**src/hw/rtl/lbs_pkg.sv**
```systemverilog
// ----------------------------------------------------------------------------
// lbs_pkg: link bring-up sequencer definitions
// Phase, action and event codes plus configuration register indexes.
// ----------------------------------------------------------------------------
`default_nettype none

package lbs_pkg;

  typedef enum logic [3:0] {
    PH_IDLE       = 4'd0,
    PH_WAITNET    = 4'd1,
    PH_QUERY      = 4'd2,
    PH_CONNECTING = 4'd3,
    PH_CONNWAIT   = 4'd4,
    PH_STARTING   = 4'd5,
    PH_RESUMING   = 4'd6,
    PH_RUNNING    = 4'd7,
    PH_BACKOFF    = 4'd8,
    PH_GAVEUP     = 4'd9
  } phase_t;

  typedef enum logic [2:0] {
    ACT_IDLE    = 3'd0,
    ACT_WAIT    = 3'd1,
    ACT_STATUS  = 3'd2,
    ACT_CONNECT = 3'd3,
    ACT_START   = 3'd4,
    ACT_RESUME  = 3'd5
  } action_t;

  typedef enum logic [2:0] {
    EV_TICK     = 3'd0,
    EV_NETUP    = 3'd1,
    EV_STATUS   = 3'd2,
    EV_CONNACK  = 3'd3,
    EV_STARTACK = 3'd4,
    EV_RESUMED  = 3'd5,
    EV_REINIT   = 3'd6
  } event_t;

  typedef enum logic [2:0] {
    REG_AUTOSTART       = 3'd0,
    REG_STATION_PRESENT = 3'd1,
    REG_POLL_INTERVAL   = 3'd2,
    REG_SETTLE_TIME     = 3'd3,
    REG_BACKOFF_TIME    = 3'd4,
    REG_RETRY_LIMIT     = 3'd5
  } cfg_reg_t;

  localparam int unsigned CFG_DATA_WIDTH = 20;
  localparam int unsigned MS_WIDTH       = 20;
  localparam int unsigned LIMIT_WIDTH    = 9;

  localparam logic [MS_WIDTH-1:0]    POLL_INTERVAL_RST = 20'd3000;
  localparam logic [MS_WIDTH-1:0]    SETTLE_TIME_RST   = 20'd4000;
  localparam logic [MS_WIDTH-1:0]    BACKOFF_TIME_RST  = 20'd5000;
  localparam logic [LIMIT_WIDTH-1:0] RETRY_LIMIT_RST   = 9'd10;

endpackage

`default_nettype wire

```
**src/hw/rtl/link_bringup_sequencer.sv**
```systemverilog
// ----------------------------------------------------------------------------
// link_bringup_sequencer: ten-phase link bring-up sequencer
// Takes one event per beat and returns the action to take and the new phase.
// ----------------------------------------------------------------------------
// Every accepted event produces exactly one result beat. The decision for an
// event is made in the cycle it is accepted: phase, timers and retry count
// update at that edge, and the result is registered, so one event per cycle
// is sustained while in_stall is low. Results go to an output register
// backed by one skid entry; in_stall rises only when both are full, so an
// event is still taken while one finished result waits downstream.
// Configuration writes are registered; autostart only matters on a re-init
// event.
`default_nettype none

module link_bringup_sequencer #(
  parameter int unsigned TIMER_WIDTH = 21,
  parameter int unsigned RETRY_WIDTH = 8
) (
  input  wire logic        clk,
  input  wire logic        rst_n,
  // configuration
  input  wire logic        cfg_we,
  input  wire logic [2:0]  cfg_index,
  input  wire logic [lbs_pkg::CFG_DATA_WIDTH-1:0] cfg_data,
  // events
  input  wire logic        in_valid,
  output logic             in_stall,
  input  wire logic [2:0]  in_event_req,
  input  wire logic        in_link_connected,
  input  wire logic        in_accepted,
  input  wire logic [15:0] in_elapsed_ms,
  // results
  output logic             out_valid,
  input  wire logic        out_stall,
  output logic [2:0]       out_action,
  output logic [3:0]       out_phase
);

  localparam int unsigned MSW = lbs_pkg::MS_WIDTH;
  localparam int unsigned CW  = (TIMER_WIDTH > MSW) ? TIMER_WIDTH : MSW;
  localparam int unsigned LW  = (RETRY_WIDTH > 8) ? RETRY_WIDTH : 8;

  // configuration registers
  logic           autostart_r;
  logic           station_present_r;
  logic [MSW-1:0] poll_interval_r;
  logic [MSW-1:0] settle_time_r;
  logic [MSW-1:0] backoff_time_r;
  logic [lbs_pkg::LIMIT_WIDTH-1:0] retry_limit_r;

  // sequencer state
  lbs_pkg::phase_t        phase_r, phase_nxt;
  logic [TIMER_WIDTH-1:0] phase_timer_r, phase_timer_nxt;
  logic [TIMER_WIDTH-1:0] poll_timer_r, poll_timer_nxt;
  logic [RETRY_WIDTH-1:0] retry_count_r, retry_count_nxt;
  lbs_pkg::action_t       act;

  // output register and skid entry
  logic             out_valid_r;
  lbs_pkg::action_t out_action_r;
  lbs_pkg::phase_t  out_phase_r;
  logic             skid_valid_r;
  lbs_pkg::action_t skid_action_r;
  lbs_pkg::phase_t  skid_phase_r;

  logic in_beat;
  logic out_beat;

  assign in_stall  = skid_valid_r;
  assign in_beat   = in_valid & ~skid_valid_r;
  assign out_beat  = out_valid_r & ~out_stall;
  assign out_valid  = out_valid_r;
  assign out_action = out_action_r;
  assign out_phase  = out_phase_r;

  // configuration writes; indexes past the list are dropped
  always_ff @(posedge clk) begin
    if (!rst_n) begin
      autostart_r       <= 1'b1;
      station_present_r <= 1'b0;
      poll_interval_r   <= lbs_pkg::POLL_INTERVAL_RST;
      settle_time_r     <= lbs_pkg::SETTLE_TIME_RST;
      backoff_time_r    <= lbs_pkg::BACKOFF_TIME_RST;
      retry_limit_r     <= lbs_pkg::RETRY_LIMIT_RST;
    end else if (cfg_we) begin
      case (cfg_index)
        lbs_pkg::REG_AUTOSTART:       autostart_r       <= cfg_data[0];
        lbs_pkg::REG_STATION_PRESENT: station_present_r <= cfg_data[0];
        lbs_pkg::REG_POLL_INTERVAL:   poll_interval_r   <= cfg_data[MSW-1:0];
        lbs_pkg::REG_SETTLE_TIME:     settle_time_r     <= cfg_data[MSW-1:0];
        lbs_pkg::REG_BACKOFF_TIME:    backoff_time_r    <= cfg_data[MSW-1:0];
        lbs_pkg::REG_RETRY_LIMIT:
          retry_limit_r <= cfg_data[lbs_pkg::LIMIT_WIDTH-1:0];
        default: ;
      endcase
    end
  end

  // saturating timer adds, one for each timer
  logic [TIMER_WIDTH:0]   phase_sum, poll_sum;
  logic [TIMER_WIDTH-1:0] phase_acc, poll_acc;
  logic                   settle_done, backoff_done, poll_due;
  logic [RETRY_WIDTH-1:0] retry_inc;
  logic                   give_up;

  always_comb begin
    phase_sum = {1'b0, phase_timer_r} + (TIMER_WIDTH+1)'(in_elapsed_ms);
    poll_sum  = {1'b0, poll_timer_r}  + (TIMER_WIDTH+1)'(in_elapsed_ms);
    phase_acc = phase_sum[TIMER_WIDTH] ? '1 : phase_sum[TIMER_WIDTH-1:0];
    poll_acc  = poll_sum[TIMER_WIDTH]  ? '1 : poll_sum[TIMER_WIDTH-1:0];
    settle_done  = CW'(phase_acc) >= CW'(settle_time_r);
    backoff_done = CW'(phase_acc) >= CW'(backoff_time_r);
    poll_due     = CW'(poll_acc)  >= CW'(poll_interval_r);
    // hold at the top instead of wrapping
    retry_inc = (&retry_count_r) ? retry_count_r : retry_count_r + 1'b1;
    give_up   = ~retry_limit_r[lbs_pkg::LIMIT_WIDTH-1] &&
                (LW'(retry_inc) > LW'(retry_limit_r[7:0]));
  end

  // next phase and action
  always_comb begin
    phase_nxt       = phase_r;
    phase_timer_nxt = phase_timer_r;
    poll_timer_nxt  = poll_timer_r;
    retry_count_nxt = retry_count_r;
    act             = lbs_pkg::ACT_WAIT;

    if (in_event_req == lbs_pkg::EV_REINIT) begin
      phase_nxt       = autostart_r ? lbs_pkg::PH_WAITNET : lbs_pkg::PH_IDLE;
      retry_count_nxt = '0;
      act             = autostart_r ? lbs_pkg::ACT_WAIT : lbs_pkg::ACT_IDLE;
    end else begin
      case (phase_r)
        lbs_pkg::PH_IDLE, lbs_pkg::PH_GAVEUP: begin
          act = lbs_pkg::ACT_IDLE;
        end
        lbs_pkg::PH_WAITNET: begin
          if (in_event_req == lbs_pkg::EV_NETUP) begin
            phase_nxt = lbs_pkg::PH_QUERY;
            act       = lbs_pkg::ACT_STATUS;
          end
        end
        lbs_pkg::PH_QUERY: begin
          if (in_event_req == lbs_pkg::EV_STATUS) begin
            if (in_link_connected) begin
              phase_nxt = lbs_pkg::PH_STARTING;
              act       = lbs_pkg::ACT_START;
            end else begin
              phase_nxt = lbs_pkg::PH_CONNECTING;
              act       = lbs_pkg::ACT_CONNECT;
            end
          end
        end
        lbs_pkg::PH_CONNECTING: begin
          if (in_event_req == lbs_pkg::EV_CONNACK) begin
            phase_nxt = in_accepted ? lbs_pkg::PH_CONNWAIT : lbs_pkg::PH_BACKOFF;
          end
        end
        lbs_pkg::PH_CONNWAIT: begin
          if (in_event_req == lbs_pkg::EV_TICK) begin
            phase_timer_nxt = phase_acc;
            if (settle_done) begin
              phase_nxt = lbs_pkg::PH_STARTING;
              act       = lbs_pkg::ACT_START;
            end
          end
        end
        lbs_pkg::PH_STARTING: begin
          if (in_event_req == lbs_pkg::EV_STARTACK) begin
            if (!in_accepted) begin
              phase_nxt = lbs_pkg::PH_BACKOFF;
            end else if (station_present_r) begin
              phase_nxt = lbs_pkg::PH_RESUMING;
              act       = lbs_pkg::ACT_RESUME;
            end else begin
              phase_nxt = lbs_pkg::PH_RUNNING;
            end
          end
        end
        lbs_pkg::PH_RESUMING: begin
          if (in_event_req == lbs_pkg::EV_RESUMED) begin
            phase_nxt = lbs_pkg::PH_RUNNING;
          end
        end
        lbs_pkg::PH_RUNNING: begin
          if (in_event_req == lbs_pkg::EV_STATUS) begin
            if (!in_link_connected) begin
              phase_nxt = lbs_pkg::PH_BACKOFF;
            end else begin
              retry_count_nxt = '0;
            end
          end else if (in_event_req == lbs_pkg::EV_TICK) begin
            poll_timer_nxt = poll_acc;
            if (poll_due) begin
              poll_timer_nxt = '0;
              act            = lbs_pkg::ACT_STATUS;
            end
          end
        end
        lbs_pkg::PH_BACKOFF: begin
          if (in_event_req == lbs_pkg::EV_TICK) begin
            phase_timer_nxt = phase_acc;
            if (backoff_done) begin
              retry_count_nxt = retry_inc;
              if (give_up) begin
                phase_nxt = lbs_pkg::PH_GAVEUP;
                act       = lbs_pkg::ACT_IDLE;
              end else begin
                phase_nxt = lbs_pkg::PH_CONNECTING;
                act       = lbs_pkg::ACT_CONNECT;
              end
            end
          end
        end
        default: ;
      endcase
    end

    // entering a phase, and re-init, clear both timers
    if (phase_nxt != phase_r || in_event_req == lbs_pkg::EV_REINIT) begin
      phase_timer_nxt = '0;
      poll_timer_nxt  = '0;
    end
  end

  // state registers
  always_ff @(posedge clk) begin
    if (!rst_n) begin
      phase_r       <= lbs_pkg::PH_WAITNET;
      phase_timer_r <= '0;
      poll_timer_r  <= '0;
      retry_count_r <= '0;
    end else if (in_beat) begin
      phase_r       <= phase_nxt;
      phase_timer_r <= phase_timer_nxt;
      poll_timer_r  <= poll_timer_nxt;
      retry_count_r <= retry_count_nxt;
    end
  end

  // result register plus one skid entry
  always_ff @(posedge clk) begin
    if (!rst_n) begin
      out_valid_r  <= 1'b0;
      skid_valid_r <= 1'b0;
    end else begin
      if (!out_valid_r || out_beat) begin
        out_valid_r  <= in_beat | skid_valid_r;
        skid_valid_r <= 1'b0;
      end else if (in_beat) begin
        skid_valid_r <= 1'b1;
      end
    end
  end

  always_ff @(posedge clk) begin
    if (!out_valid_r || out_beat) begin
      if (skid_valid_r) begin
        out_action_r <= skid_action_r;
        out_phase_r  <= skid_phase_r;
      end else if (in_beat) begin
        out_action_r <= act;
        out_phase_r  <= phase_nxt;
      end
    end else if (in_beat) begin
      // park the beat while the output is held
      skid_action_r <= act;
      skid_phase_r  <= phase_nxt;
    end
  end

endmodule

`default_nettype wire

```
**config.mk**
```make
export PLATFORM = sky130hd
export DESIGN_NAME = link_bringup_sequencer
export DESIGN_NICKNAME = d
export VERILOG_FILES = /design/src/hw/rtl/lbs_pkg.sv /design/src/hw/rtl/link_bringup_sequencer.sv
export SDC_FILE = /design/constraint.sdc
export NUM_CORES = 1
export LEC_CHECK = 0
export BUFFER_PORTS_ARGS = -buffer_cell sky130_fd_sc_hd__buf_4
export CAP_MARGIN = 5
export CELL_PAD_IN_SITES_DETAIL_PLACEMENT = 0
export CELL_PAD_IN_SITES_GLOBAL_PLACEMENT = 1
export CORE_MARGIN = 2
export CORE_UTILIZATION = 45
export CTS_CLUSTER_DIAMETER = 60
export CTS_CLUSTER_SIZE = 20
export DETAILED_ROUTE_END_ITERATION = 6
export GPL_ROUTABILITY_DRIVEN = 0
export PLACE_DENSITY_LB_ADDON = 0.1
export SYNTH_ARGS = -nofsm -noshare
export SYNTH_HDL_FRONTEND = slang
export SYNTH_SLANG_ARGS = --single-unit
```
**constraint.sdc**
```tcl
create_clock -name clk -period 8.7 [get_ports clk]
set_input_delay 1.74 -clock clk [delete_from_list [all_inputs] [get_ports clk]]
set_output_delay 1.74 -clock clk [all_outputs]
set_load 0.05 [all_outputs]
```
==> parameters.txt <==
Parameter                              Value

Synthesis
  Synth Area in XOR/XNOR ... 0.0291
  Main combinational cell family by area after synthesis ... compound AO/OA/AOI/OAI gates
  Mapped Avg Cell Area ... roughly 8.2 um2
  Portion of netlist area occupied by mux cells ... 0.0113
  Fraction of post-synthesis cell area in the top cell type by area ... 0.265
  Count of state elements after synthesis ... about 140
  Dominant register cell in the synthesized netlist ... dfxtp_1
  Post-synth ARST share ... 0
  Leading cell types by total area after synthesis ... dfxtp_1 (26%), ha_1 (13%), nand2_1 (7.7%)
  Syn_nets ... around 1300
  Leading cell types by count after synthesis ... nand2_1 (197), dfxtp_1 (127), ha_1 (101), inv_1 (83)
  Post-synthesis instance total ... approximately 1200
  Complex-gate fraction of the synthesized area ... 0.249
  Count of distinct cell types in the synthesized netlist ... 79
  Yosys top cell by area ... dfxtp_1
  Number of enable flip-flop cells after synthesis ... 14
  Post-synthesis share of cell area spent on and, or, nand and nor gates ... 0.209
  Sequential element share of the synthesized area ... 0.309
  Top-count cell post-synth ... nand2_1
  Post-synth design cell area ... 9600 um2
  Post-Synth Adder-Cell Area ... 0.136
  Total of warnings raised by yosys ... 0

Place
  Total half-perimeter wirelength after legalization and detailed placement ... 19.9 mm
  Input/output buffers ... 57
  Area post-placement ... 10200 um2

STA
  Clock Skews ... 0.00951 ns
  Relative slew slack ... 0.261
  RSZ-0062 raised after global routing ... false
  Number of failing setup endpoints in the final timing report ... 0
  Final slew viol count ... 0
  Measured slew at the worst slew-check pin ... 1.10 ns
  Final critical-path required period ... 6.96 ns
  Tcrit/Tclk final ... 0.800
  Final hold vios ... 0
  Setup TNS ... 0 ns
  Maximum achievable frequency ... 144 MHz

GRT
  Number of global-route vias before repair ... roughly 8000
  Met1 Track Usage GR ... 0.322
  Initial antenna violation count ... 0
  Most crowded layer after global routing ... met2
  Aggregate global-route resource usage ... 0.244
  Fraction of met2 tracks used by global routing ... 0.411
  Global-route track usage on met3 ... 0.0345
  Pin count of the biggest net entering global routing ... 108
  Aggregate global routing overflow ... 0
  Global-route wire length before repair ... 42.4 mm

Routing
  Number of DRC markers in iteration 0 ... 396
  Residual DRC ... 0
  Number of nets with antenna violations after routing ... 0
  Final routed wire length divided by cell count ... 17.9 um
  TritonRoute pass-1 iters ... 5
  Final routed wirelength across all metal layers ... 26.6 mm
  Via density ... 5.63
  Via count ... 8394

Power
  Share of power burned in combinational logic ... 0.220
  Leakage ... approximately 0.0045 uW
  Sw Share ... 0.313
  Share of total power in the clock network ... 0.392
  Internal power contribution ... 1230 uW
  Relative contribution of sequential cells to total power ... 0.389
  Power density over the cells ... between 150 and 200 nW/um2
  Switching pwr ... roughly 560 uW
  Highest ir drop seen on vdd ... ~0.00013 V

Cells and area
  Final cell area excluding filler cells ... 10700 um2
  # diodes ... 0
  Net count of the finished layout ... 1354
  Growth of design area from synthesis to finish ... 11.8%
  Proportion of layout cells with a drive suffix above 1 ... 0.109

Clocking
  Clock tree from TritonCTS ... yes
  Register clock-pin slew on the reported worst setup and hold paths ... roughly 0.060 ns
  Cell at the root of the clock tree ... clkbuf_16
  CTS Sinks ... 141
  Maximum root-to-sink buffer count ... 2
  H-tree depth ... 4
  Number of buffers inserted during clock tree synthesis ... 17
  Count of hold-fix buffers inserted at cts ... 0
  Buffers inserted by post-CTS timing repair ... 0
  Worst-Skew Late Latency ... roughly 0.42 ns
  Resized Gates After CTS ... 0

Worst setup path
  First element of the critical path ... in_elapsed_ms[7]
  Critical register-to-register path startpoint ... phase_timer_r[6]
  Path depth of the worst reg2reg path ... 19
  Register-to-Register Setup Slack ... 2.85 ns
  End of the critical path ... phase_timer_r[3]
  Endpoint class of the critical path ... flip-flop
  CP Max Fanout ... 19
  Critical Path AT ... around 7.3 ns
  Startpoint class of the critical path ... input pin
  Required time at the endpoint of the critical path ... between 9 and 10 ns
  Critical register-to-register path endpoint ... phase_timer_r[3]
  Category of the most critical setup path ... in2reg

Floorplanning
  Die outline width ... 150 um
  Top-level port count ... 58
  Number of core rows ... 53
  Effective utilization at floorplan ... 0.458
  Die Y-Extent ... ~150 um
  CORE AREA ... 21000 um2
  Area of the die ... roughly 23000 um2

Job
  Max-cap violation count ... 0

Hold path
  Worst min-delay path class ... reg2reg

Status
  Outcome ... finished clean
worst max-delay path: stages:
cell and delay [ns]:
buf_4 0.12, ha_1 0.35, a21o_1 0.23, a221o_1 0.39, a32oi_2 0.30, nor3_1 0.07
o21ai_0 0.27, inv_1 0.09, nand2_1 0.31, o21ai_0 0.27, ha_1 0.36, o211ai_1 0.09
a21oi_1 0.06, a2111oi_0 0.39, o311ai_0 0.20, a21oi_1 0.46, a211oi_2 0.20, o41ai_2 0.49
and2_1 0.68, a31o_2 0.25
metrics by stage:
stage	instances	worst slack, ns	hold WS, ns	total power, uW	utilization
floorplan	1175	2.67	0.436	984	-
global placement	1458	1.52	0.454	1100	0.486
detailed placement	1458	1.40	0.456	1100	0.486
CTS	1490	1.80	0.469	1800	0.512
global route	1490	1.28	0.487	1880	0.512
finish	1490	1.74	0.466	1790	0.512
logic make-up after synthesis:
family,count (synthesis)
multiplexers,10
AND/OR/NAND/NOR,425
AO/OA/AOI/OAI,327
flip-flops,141
adder cells (fa/ha/maj),103
buffers and inverters,138
XOR/XNOR,31
state kept, by name (all words and copies together), names as in the netlist:
signal,count
autostart_r,1
backoff_time_r,20
in_stall,1
out_action,3
out_phase,4
out_valid,1
phase_r,4
phase_timer_r,21
poll_interval_r,20
poll_timer_r,21
retry_count_r,8
retry_limit_r,9
settle_time_r,20
skid_action_r,3
skid_phase_r,4
station_present_r,1
layout make-up:
type	count	area, um2
clock inverter	13	116
sequential	141	2960
clock buffer	19	443
tap	275	344
multi-input combinational	896	6090
inverter	84	315
fill	2075	10200
timing repair buffer	62	465
cells in the final DEF (no fill, tap or decap), types with 9 or more instances in the layout:
master and instances:
nand2_1 197, dfxtp_1 127, ha_1 101, inv_1 83, buf_4 62, a21oi_1 57
nor2_1 57, a21boi_0 55, o21ai_0 38, and3_1 32, o211ai_1 31, nand3_1 28
nor2b_1 22, nor3_1 21, xnor2_1 21, nand2b_1 17, clkbuf_16 17, a21o_1 14
edfxtp_1 14, a211oi_1 13, a32o_1 13, o21a_1 12, a31oi_1 11, a31o_2 11
a31o_1 10, and2_1 9, or2_2 9, xor2_1 9
power groups by stage:
stage | logic [uW] | clock network (uW) | registers (uW)
floorplan | 271 | 0 | 714
global placement | 390 | 0 | 711
detailed placement | 391 | 0 | 711
CTS | 394 | 712 | 696
global route | 439 | 743 | 698
finish | 394 | 702 | 696
worst min path at each step:
stage                             from                 end  depth (start not counted)
floorplan              poll_timer_r[0]     poll_timer_r[0]                          1
global placement    backoff_time_r[19]  backoff_time_r[19]                          2
detailed placement     poll_timer_r[0]     poll_timer_r[0]                          1
CTS                   settle_time_r[2]    settle_time_r[2]                          2
global route          settle_time_r[3]    settle_time_r[3]                          2
finish                settle_time_r[2]    settle_time_r[2]                          2
routing by layer:
metal / part of all wire / routed length [um]
met5: 0 / 0
met4: 0.021 / 565
met3: 0.025 / 663
met2: 0.48 / 12700
met1: 0.48 / 12700
(Power assumes the default switching activity.)
